[src/pitt_pkg.sv]
// Package with the shared types and constants of the point-in-triangle test.
package pitt_pkg;

  // Default coordinate width of the vertices and the query point.
  localparam int COORD_BITS_DEF = 16;

  // Width of the containment result.
  localparam int CONT_W = 2;

  // Containment codes.
  localparam logic signed [CONT_W-1:0] CONT_OUTSIDE = 2'sb00;
  localparam logic signed [CONT_W-1:0] CONT_IN_CCW  = 2'sb01;
  localparam logic signed [CONT_W-1:0] CONT_IN_CW   = 2'sb11;

  // Outcome of one orientation test.
  typedef enum logic [1:0] {
    ORIENT_ZERO = 2'b00,
    ORIENT_POS  = 2'b01,
    ORIENT_NEG  = 2'b10
  } orient_t;

  // Orientation results of edges a-b, b-c and c-a, handed from the lanes to the merge.
  typedef struct packed {
    orient_t ab;
    orient_t bc;
    orient_t ca;
  } orient_set_t;

endpackage

[src/pitt_lane.sv]
// One orientation-test lane: differences, exact products, then sign decision.
module pitt_lane #(
  parameter int COORD_BITS = pitt_pkg::COORD_BITS_DEF
) (
  input  logic                         clk,
  input  logic                         en,
  input  logic signed [COORD_BITS-1:0] s_x,
  input  logic signed [COORD_BITS-1:0] s_y,
  input  logic signed [COORD_BITS-1:0] e_x,
  input  logic signed [COORD_BITS-1:0] e_y,
  input  logic signed [COORD_BITS-1:0] p_x,
  input  logic signed [COORD_BITS-1:0] p_y,
  output pitt_pkg::orient_t            orient
);

  localparam int DW = COORD_BITS + 1;       // difference width
  localparam int PW = 2 * COORD_BITS + 2;   // signed product width
  localparam int SW = 2 * COORD_BITS + 1;   // square width
  localparam int LW = 2 * COORD_BITS + 2;   // squared length width

  // Stage 1: edge and point differences.
  logic signed [DW-1:0] dx1_r, dy1_r, dx2_r, dy2_r;
  logic signed [DW-1:0] dx1_nxt, dy1_nxt, dx2_nxt, dy2_nxt;

  // Stage 2: cross products, squares and the opposite-direction flag.
  logic signed [PW-1:0] lhs_r, rhs_r, lhs_nxt, rhs_nxt;
  logic signed [PW-1:0] sq_dx1_full, sq_dy1_full, sq_dx2_full, sq_dy2_full;
  logic [SW-1:0]        sq_dx1_r, sq_dy1_r, sq_dx2_r, sq_dy2_r;
  logic                 opp_r, opp_nxt;

  // Stage 3: orientation code.
  logic [LW-1:0]        len1, len2;
  pitt_pkg::orient_t    orient_r, orient_nxt;

  assign dx1_nxt = DW'(e_x) - DW'(s_x);
  assign dy1_nxt = DW'(e_y) - DW'(s_y);
  assign dx2_nxt = DW'(p_x) - DW'(s_x);
  assign dy2_nxt = DW'(p_y) - DW'(s_y);

  assign lhs_nxt     = PW'(dx1_r) * PW'(dy2_r);
  assign rhs_nxt     = PW'(dy1_r) * PW'(dx2_r);
  assign sq_dx1_full = PW'(dx1_r) * PW'(dx1_r);
  assign sq_dy1_full = PW'(dy1_r) * PW'(dy1_r);
  assign sq_dx2_full = PW'(dx2_r) * PW'(dx2_r);
  assign sq_dy2_full = PW'(dy2_r) * PW'(dy2_r);

  // Opposite directions: in x or in y, both components nonzero with differing signs.
  assign opp_nxt = ((dx1_r != '0) && (dx2_r != '0) && (dx1_r[DW-1] != dx2_r[DW-1])) ||
                   ((dy1_r != '0) && (dy2_r != '0) && (dy1_r[DW-1] != dy2_r[DW-1]));

  assign len1 = {1'b0, sq_dx1_r} + {1'b0, sq_dy1_r};
  assign len2 = {1'b0, sq_dx2_r} + {1'b0, sq_dy2_r};

  always_comb begin
    priority if (lhs_r > rhs_r) begin
      orient_nxt = pitt_pkg::ORIENT_POS;
    end else if (lhs_r < rhs_r) begin
      orient_nxt = pitt_pkg::ORIENT_NEG;
    end else if (opp_r) begin
      orient_nxt = pitt_pkg::ORIENT_NEG;
    end else if (len1 < len2) begin
      orient_nxt = pitt_pkg::ORIENT_POS;
    end else begin
      orient_nxt = pitt_pkg::ORIENT_ZERO;
    end
  end

  always_ff @(posedge clk) begin
    if (en) begin
      dx1_r    <= dx1_nxt;
      dy1_r    <= dy1_nxt;
      dx2_r    <= dx2_nxt;
      dy2_r    <= dy2_nxt;
      lhs_r    <= lhs_nxt;
      rhs_r    <= rhs_nxt;
      sq_dx1_r <= sq_dx1_full[SW-1:0];
      sq_dy1_r <= sq_dy1_full[SW-1:0];
      sq_dx2_r <= sq_dx2_full[SW-1:0];
      sq_dy2_r <= sq_dy2_full[SW-1:0];
      opp_r    <= opp_nxt;
      orient_r <= orient_nxt;
    end
  end

  assign orient = orient_r;

endmodule

[config.mk]
export PLATFORM = sky130hd
export DESIGN_NAME = pitt_lane
export DESIGN_NICKNAME = d
export VERILOG_FILES = /design/src/pitt_pkg.sv /design/src/pitt_lane.sv
export SDC_FILE = /design/constraint.sdc
export NUM_CORES = 2
export LEC_CHECK = 0
export BUFFER_PORTS_ARGS = -buffer_cell sky130_fd_sc_hd__buf_2
export CORE_MARGIN = 10
export CORE_UTILIZATION = 45
export CTS_CLUSTER_SIZE = 20
export DETAILED_ROUTE_END_ITERATION = 7
export GPL_ROUTABILITY_DRIVEN = 1
export HOLD_SLACK_MARGIN = 0.02
export SETUP_SLACK_MARGIN = 0.4
export SYNTH_ARGS = -nofsm -noshare
export SYNTH_HDL_FRONTEND = slang
export SYNTH_SLANG_ARGS = --single-unit
[constraint.sdc]
create_clock -name clk -period 6.5 [get_ports clk]
set_input_delay 0.975 -clock clk [delete_from_list [all_inputs] [get_ports clk]]
set_output_delay 0.975 -clock clk [all_outputs]
set_load 0.05 [all_outputs]
[Word-level counts from Yosys, hierarchy flattened]
Index checks and enable logic that the tools add are counted.
Widths: inputs -> output; s select.
Word-level totals
  register bits after elaboration: 271
  bits in latches: 0
  memory bits (writable): 0
  memory bits (read-only): 0
  output and inout bits: 2
  logic and storage cells: 41
  memories kept: 0
Operators by class
  add/subtract/negate cells: 6
  multiply operators: 6
  divide/modulo/power cells: 0
  $lt $le $gt $ge: 3
  eq/ne operators: 2
  shifts and indexed selects: 0
  multiplexer cells: 3
  bitwise logic cells: 0
  reductions and logical operators: 9
Operators with widths (number)
  $mul 17x17->33: 4
  $add 33x33->34: 2
  $lt 34x34->1: 2
  $mul 17x17->34: 2
  $reduce_bool 17->1: 4
  $sub 16x16->17: 4
  $gt 34x34->1: 1
  $logic_and 1x1->1: 4
  $mux 2: 2
  $ne 1x1->1: 2
  $logic_or 1x1->1: 1
  $mux 1: 1

[Logic depth before layout (Yosys ltp)]
  depth after elaboration: 5
  gate-level depth with buffers: 27
  gate-level depth less buffers: 25

[Worst setup path before layout]
Ideal clock, no wire load.
  path type: flip-flop to flip-flop
  from: register dy2_r[12]
  to: register sq_dy2_r[32] (data pin)
  arrival time: 6.273 ns
  data required time: 6.240 ns
  path slack: -0.032 ns
  stages on the path, launching flop included: 24
  buffers on the path: 2
  cells stage by stage: edfxtp_1 -> clkbuf_1 -> clkbuf_1 -> nand2_1 -> fa_1 -> fa_1 -> fa_1 -> inv_1 -> fa_1 -> fa_1 -> inv_1 -> fa_1 -> inv_1 -> ha_1 -> a21o_1 -> a21o_1 -> a21oi_1 -> a21oi_1 -> or3_1 -> a221oi_2 -> o211ai_1 -> a31o_2 -> a21oi_1 -> xnor2_1
Between the ends
  cells in the longest elaborated chain, start to end: 1
Ends and longest elaborated chain
  from (decl): RTL line pitt_lane.sv:22  | logic signed [DW-1:0] dx1_r, dy1_r, dx2_r, dy2_r;
  from (signal assigned): RTL line pitt_lane.sv:73  | dy2_r <= dy2_nxt;
  $mul 17x17->33: RTL line pitt_lane.sv:45  | assign sq_dy2_full = PW'(dy2_r) * PW'(dy2_r);
  net sq_dy2_full[32]: RTL line pitt_lane.sv:27  | logic signed [PW-1:0] sq_dx1_full, sq_dy1_full, sq_dx2_full, sq_dy2_full;
  to (signal assigned): RTL line pitt_lane.sv:79  | sq_dy2_r <= sq_dy2_full[SW-1:0];
  to (decl): RTL line pitt_lane.sv:28  | logic [SW-1:0] sq_dx1_r, sq_dy1_r, sq_dx2_r, sq_dy2_r;
The timed path passes the listed nets, and every way through them passes these cells.
A chain may end at the register's enable or synchronous reset.

[Worst setup path in the final report]
  from: register dy1_r[4]
  to: register sq_dy1_r[32] (data pin)
Between the ends
  cells in the longest elaborated chain, start to end: 1
Ends and longest elaborated chain
  from (decl): RTL line pitt_lane.sv:22
  from (signal assigned): RTL line pitt_lane.sv:71  | dy1_r <= dy1_nxt;
  $mul 17x17->33: RTL line pitt_lane.sv:43  | assign sq_dy1_full = PW'(dy1_r) * PW'(dy1_r);
  net sq_dy1_full[32]: RTL line pitt_lane.sv:27
  to (signal assigned): RTL line pitt_lane.sv:77  | sq_dy1_r <= sq_dy1_full[SW-1:0];
  to (decl): RTL line pitt_lane.sv:28
The timed path passes the listed nets, and every way through them passes these cells.

==> results.toml <==
[critical_path]
worstSetupEndpointType = "register"
worst-r2r-setup-slack_ps = 130
worst-setup-path-type = "register to register"
r2r.worst_path.cells = 24
setup.worst_path.start_class = "register"
worstPathRequired_ps = 6850
regToRegEndpoint = "sq_dy1_r[32]$_DFFE_PP_"
worstPathMaxFanout = 6
r2r-start = "dy1_r[4]$_DFFE_PP_"
critical_path_arrival_ps = 6720

[grt]
number_of_antenna_violations_at_the_first_check_in_global_routing = 5
via_count_of_the_first_global_routing_pass = 58232
grt_remaining_overflow = 0
grt_usage_pct = 23.8
first_pass_grt_wire_length_mm = 334
grt_max_degree = 173

[floorplanning]
ios = 100
die_y_um = 427
area_of_the_core_region_um2 = 165000
start_util_pct = 45.3
die_span_x_um = 427
num_rows = 149
fp.dieArea_um2 = 183000

[sta]
timing.final.crit_share_pct = 98.0
hold_viol_final = 0
timing.clock.skew_ps = 23.3
grt_setup_unrepaired = "yes"
drv_slew = 0
worst_pin_slew_ps = 1260
achievable-frequency_mhz = 157
setup-violations-final = 0
min_period_ps = 6370
timing.hold.ws_ps = 754
finalWorstSetupSlack_ps = 131
worst_slew_margin_rel_pct = 15.9

[routing]
drc = 0
vias_per_cell = 5.13
total_vias_in_the_final_route = 53527
drtAntennaViolNets = 0
wirelength_mm = 213
wl_per_cell_um = 20.5
drt_pre_antenna_iters = 6
detail_route.iter0.violations = 3561

[clock_network]
cts_max_level = 2
inserted_clock_buffers = 38
ctsLongestPathBuffers = 3
cts_root_buffer = "sky130_fd_sc_hd__clkbuf_16"
clock_latency_ps = 610
cts_tree = "yes"
numClockSinks = 267
cts.reportedPaths.clkPinSlew_ps = 60

[synthesis]
synthDominantAreaCellType = "sky130_fd_sc_hd__fa_1"
share_of_the_yosys_chip_area_belonging_to_registers_pct = 10.7
yosysTopAreaCellShare_pct = 44.0
synth_cell_type_count = 77
synth.ff_latch_count = 267
ys_dominant_reg_cell = "sky130_fd_sc_hd__edfxtp_1"
synth.cell_area_um2 = 74700
syn-num-nets = 10206
ys_async_sr_fraction_pct = 0
synth.yosys.warnings = 0
synth_area_per_cell_um2 = 9.63
synth_enable_flop_cells = 267
yosys-top-cells-area = "sky130_fd_sc_hd__fa_1 44%, sky130_fd_sc_hd__ha_1 12%, sky130_fd_sc_hd__edfxtp_1 11%"
synthesis.instances = 7752

[cells_and_area]
final_util_pct = 52.4
fin_cells = 10430
area_growth_syn_to_layout_pct = 15.8
final_net_count = 10665
most-common-layout-cells = "1973 x sky130_fd_sc_hd__inv_1, 1596 x sky130_fd_sc_hd__fa_1, 651 x sky130_fd_sc_hd__ha_1"
multiInputGateArea_um2 = 60100
share_of_final_layout_standard_cells_stronger_than_drive_strength_1_pct = 15.1
leading_cell_type_in_the_layout_fill_and_taps_excluded = "sky130_fd_sc_hd__inv_1"
fillerInstances = 14873
seqCellArea_um2 = 8020

[flow_run]
max_cap_violations = 0

[placed_design]
gp_congestion = 0.938
pre_cts_ws_ps = -370
place_inst = 10193
place.port_buffers = 99
detail_placement_hpwl_mm = 173

[hold_path]
hold_path_stages = 1
class_of_the_tightest_hold_or_removal_check = "register to register"
hold_path.startpoint = "dy1_r[0]$_DFFE_PP_"
min_delay_worst_endpoint = "sq_dy1_r[0]$_DFFE_PP_"

[outcome]
run_status = "complete, no violations"
cells by family (layout without fill, tap and decap cells):
kind of cell	count (synthesis)	count (layout)	synth area share (%)
adder cells (fa/ha/maj)	2356	2356	56.0
flip-flops	267	267	10.7
buffers and inverters	2316	2804	11.6
XOR/XNOR	346	346	4.06
multiplexers	5	5	0.0737
AND/OR/NAND/NOR	1779	1779	11.4
AO/OA/AOI/OAI	683	683	6.08
other	0	1	0
Yosys cell counts (26+ instances only):
| library cell | n |
|---|---|
| sky130_fd_sc_hd__inv_1 | 2041 |
| sky130_fd_sc_hd__fa_1 | 1643 |
| sky130_fd_sc_hd__ha_1 | 713 |
| sky130_fd_sc_hd__nand2_1 | 689 |
| sky130_fd_sc_hd__and2_1 | 435 |
| sky130_fd_sc_hd__nor2_1 | 316 |
| sky130_fd_sc_hd__edfxtp_1 | 267 |
| sky130_fd_sc_hd__xnor2_1 | 252 |
| sky130_fd_sc_hd__clkbuf_1 | 248 |
| sky130_fd_sc_hd__a21oi_1 | 199 |
| sky130_fd_sc_hd__a21o_1 | 117 |
| sky130_fd_sc_hd__o21ai_0 | 113 |
| sky130_fd_sc_hd__xor2_1 | 94 |
| sky130_fd_sc_hd__nor2b_1 | 78 |
| sky130_fd_sc_hd__nand3_1 | 49 |
| sky130_fd_sc_hd__nand2b_1 | 47 |
| sky130_fd_sc_hd__o21a_1 | 46 |
| sky130_fd_sc_hd__nor3_1 | 43 |
| sky130_fd_sc_hd__nand4_1 | 34 |
| sky130_fd_sc_hd__a211oi_1 | 29 |
| sky130_fd_sc_hd__and3_1 | 26 |
how the worst max path moves through the flow:
stage / slack (ps) / startpoint / endpoint / cells after the start
floorplan: 320 / dy2_r[10]$_DFFE_PP_ / sq_dy2_r[31]$_DFFE_PP_ / 24
global placement: -360 / dy1_r[11]$_DFFE_PP_ / rhs_r[32]$_DFFE_PP_ / 23
detailed placement: -370 / dy1_r[11]$_DFFE_PP_ / rhs_r[32]$_DFFE_PP_ / 23
CTS: 120 / dx1_r[11]$_DFFE_PP_ / lhs_r[30]$_DFFE_PP_ / 22
global route: -70 / dy2_r[4]$_DFFE_PP_ / sq_dy2_r[32]$_DFFE_PP_ / 25
finish: 130 / dy1_r[4]$_DFFE_PP_ / sq_dy1_r[32]$_DFFE_PP_ / 24
per-stage QoR:
stage	cell area [um^2]	TNS, ps
floorplan	75400	0
global placement	81200	-697
detailed placement	81200	-1060
CTS	84700	0
global route	86500	-309
finish	86500	0
worst max-delay path, stage by stage, from the launching register on:
cell,delay [ps]
sky130_fd_sc_hd__edfxtp_1,390
sky130_fd_sc_hd__buf_6,160
sky130_fd_sc_hd__buf_12,150
sky130_fd_sc_hd__and2_4,150
sky130_fd_sc_hd__fa_1,550
sky130_fd_sc_hd__inv_2,40
sky130_fd_sc_hd__fa_1,500
sky130_fd_sc_hd__fa_1,520
sky130_fd_sc_hd__inv_1,50
sky130_fd_sc_hd__fa_1,450
sky130_fd_sc_hd__fa_1,490
sky130_fd_sc_hd__inv_1,50
sky130_fd_sc_hd__fa_1,490
sky130_fd_sc_hd__inv_2,50
sky130_fd_sc_hd__ha_4,210
sky130_fd_sc_hd__and3_4,160
sky130_fd_sc_hd__a221o_1,340
sky130_fd_sc_hd__a211o_1,310
sky130_fd_sc_hd__a21oi_2,170
sky130_fd_sc_hd__o21ai_2,120
sky130_fd_sc_hd__nand3_2,120
sky130_fd_sc_hd__a21oi_2,80
sky130_fd_sc_hd__or3_1,330
sky130_fd_sc_hd__a21oi_2,140
sky130_fd_sc_hd__xnor2_1,80
cell type report:
cell class	count	area share, %
Antenna cell	1	0.00289
Sequential cell	267	9.27
Timing Repair Buffer	677	7.54
Clock inverter	29	0.435
Inverter	2058	8.97
Multi-Input combinational cell	5169	69.5
Tap cell	2189	3.17
Clock buffer	40	1.13
per-layer routing:
| layer | up-vias | part of all wire, % | routed length, um | track usage [%] |
|---|---|---|---|---|
| li1 | 24137 | - | - | - |
| met1 | 27603 | 41 | 86800 | 31.3 |
| met2 | 1451 | 48 | 103000 | 39.7 |
| met3 | 334 | 5.7 | 12200 | 2.80 |
| met4 | 2 | 5.4 | 11500 | 10.1 |
| met5 | - | 0.0061 | 13 | 0 |
sequential cells by signal, indices dropped and copies added, names as in the netlist, 32 cells and up:
register	flops
sq_dy2_r	32
lhs_r	34
sq_dy1_r	32
sq_dx2_r	32
rhs_r	34
sq_dx1_r	32
timing repair:
| action | 4_1_cts | 5_1_grt |
|---|---|---|
| setup endpoints to repair | 71 | 81 |
| buffers inserted | 91 | 58 |
| pin swaps | 124 | 128 |
| resized for setup | 236 | 333 |
| hold buffers | 0 | 0 |
| gates cloned | 14 | 4 |
Power is not shown: default switching activity piles up to over one toggle a cycle in this logic, so the estimate is an artifact.
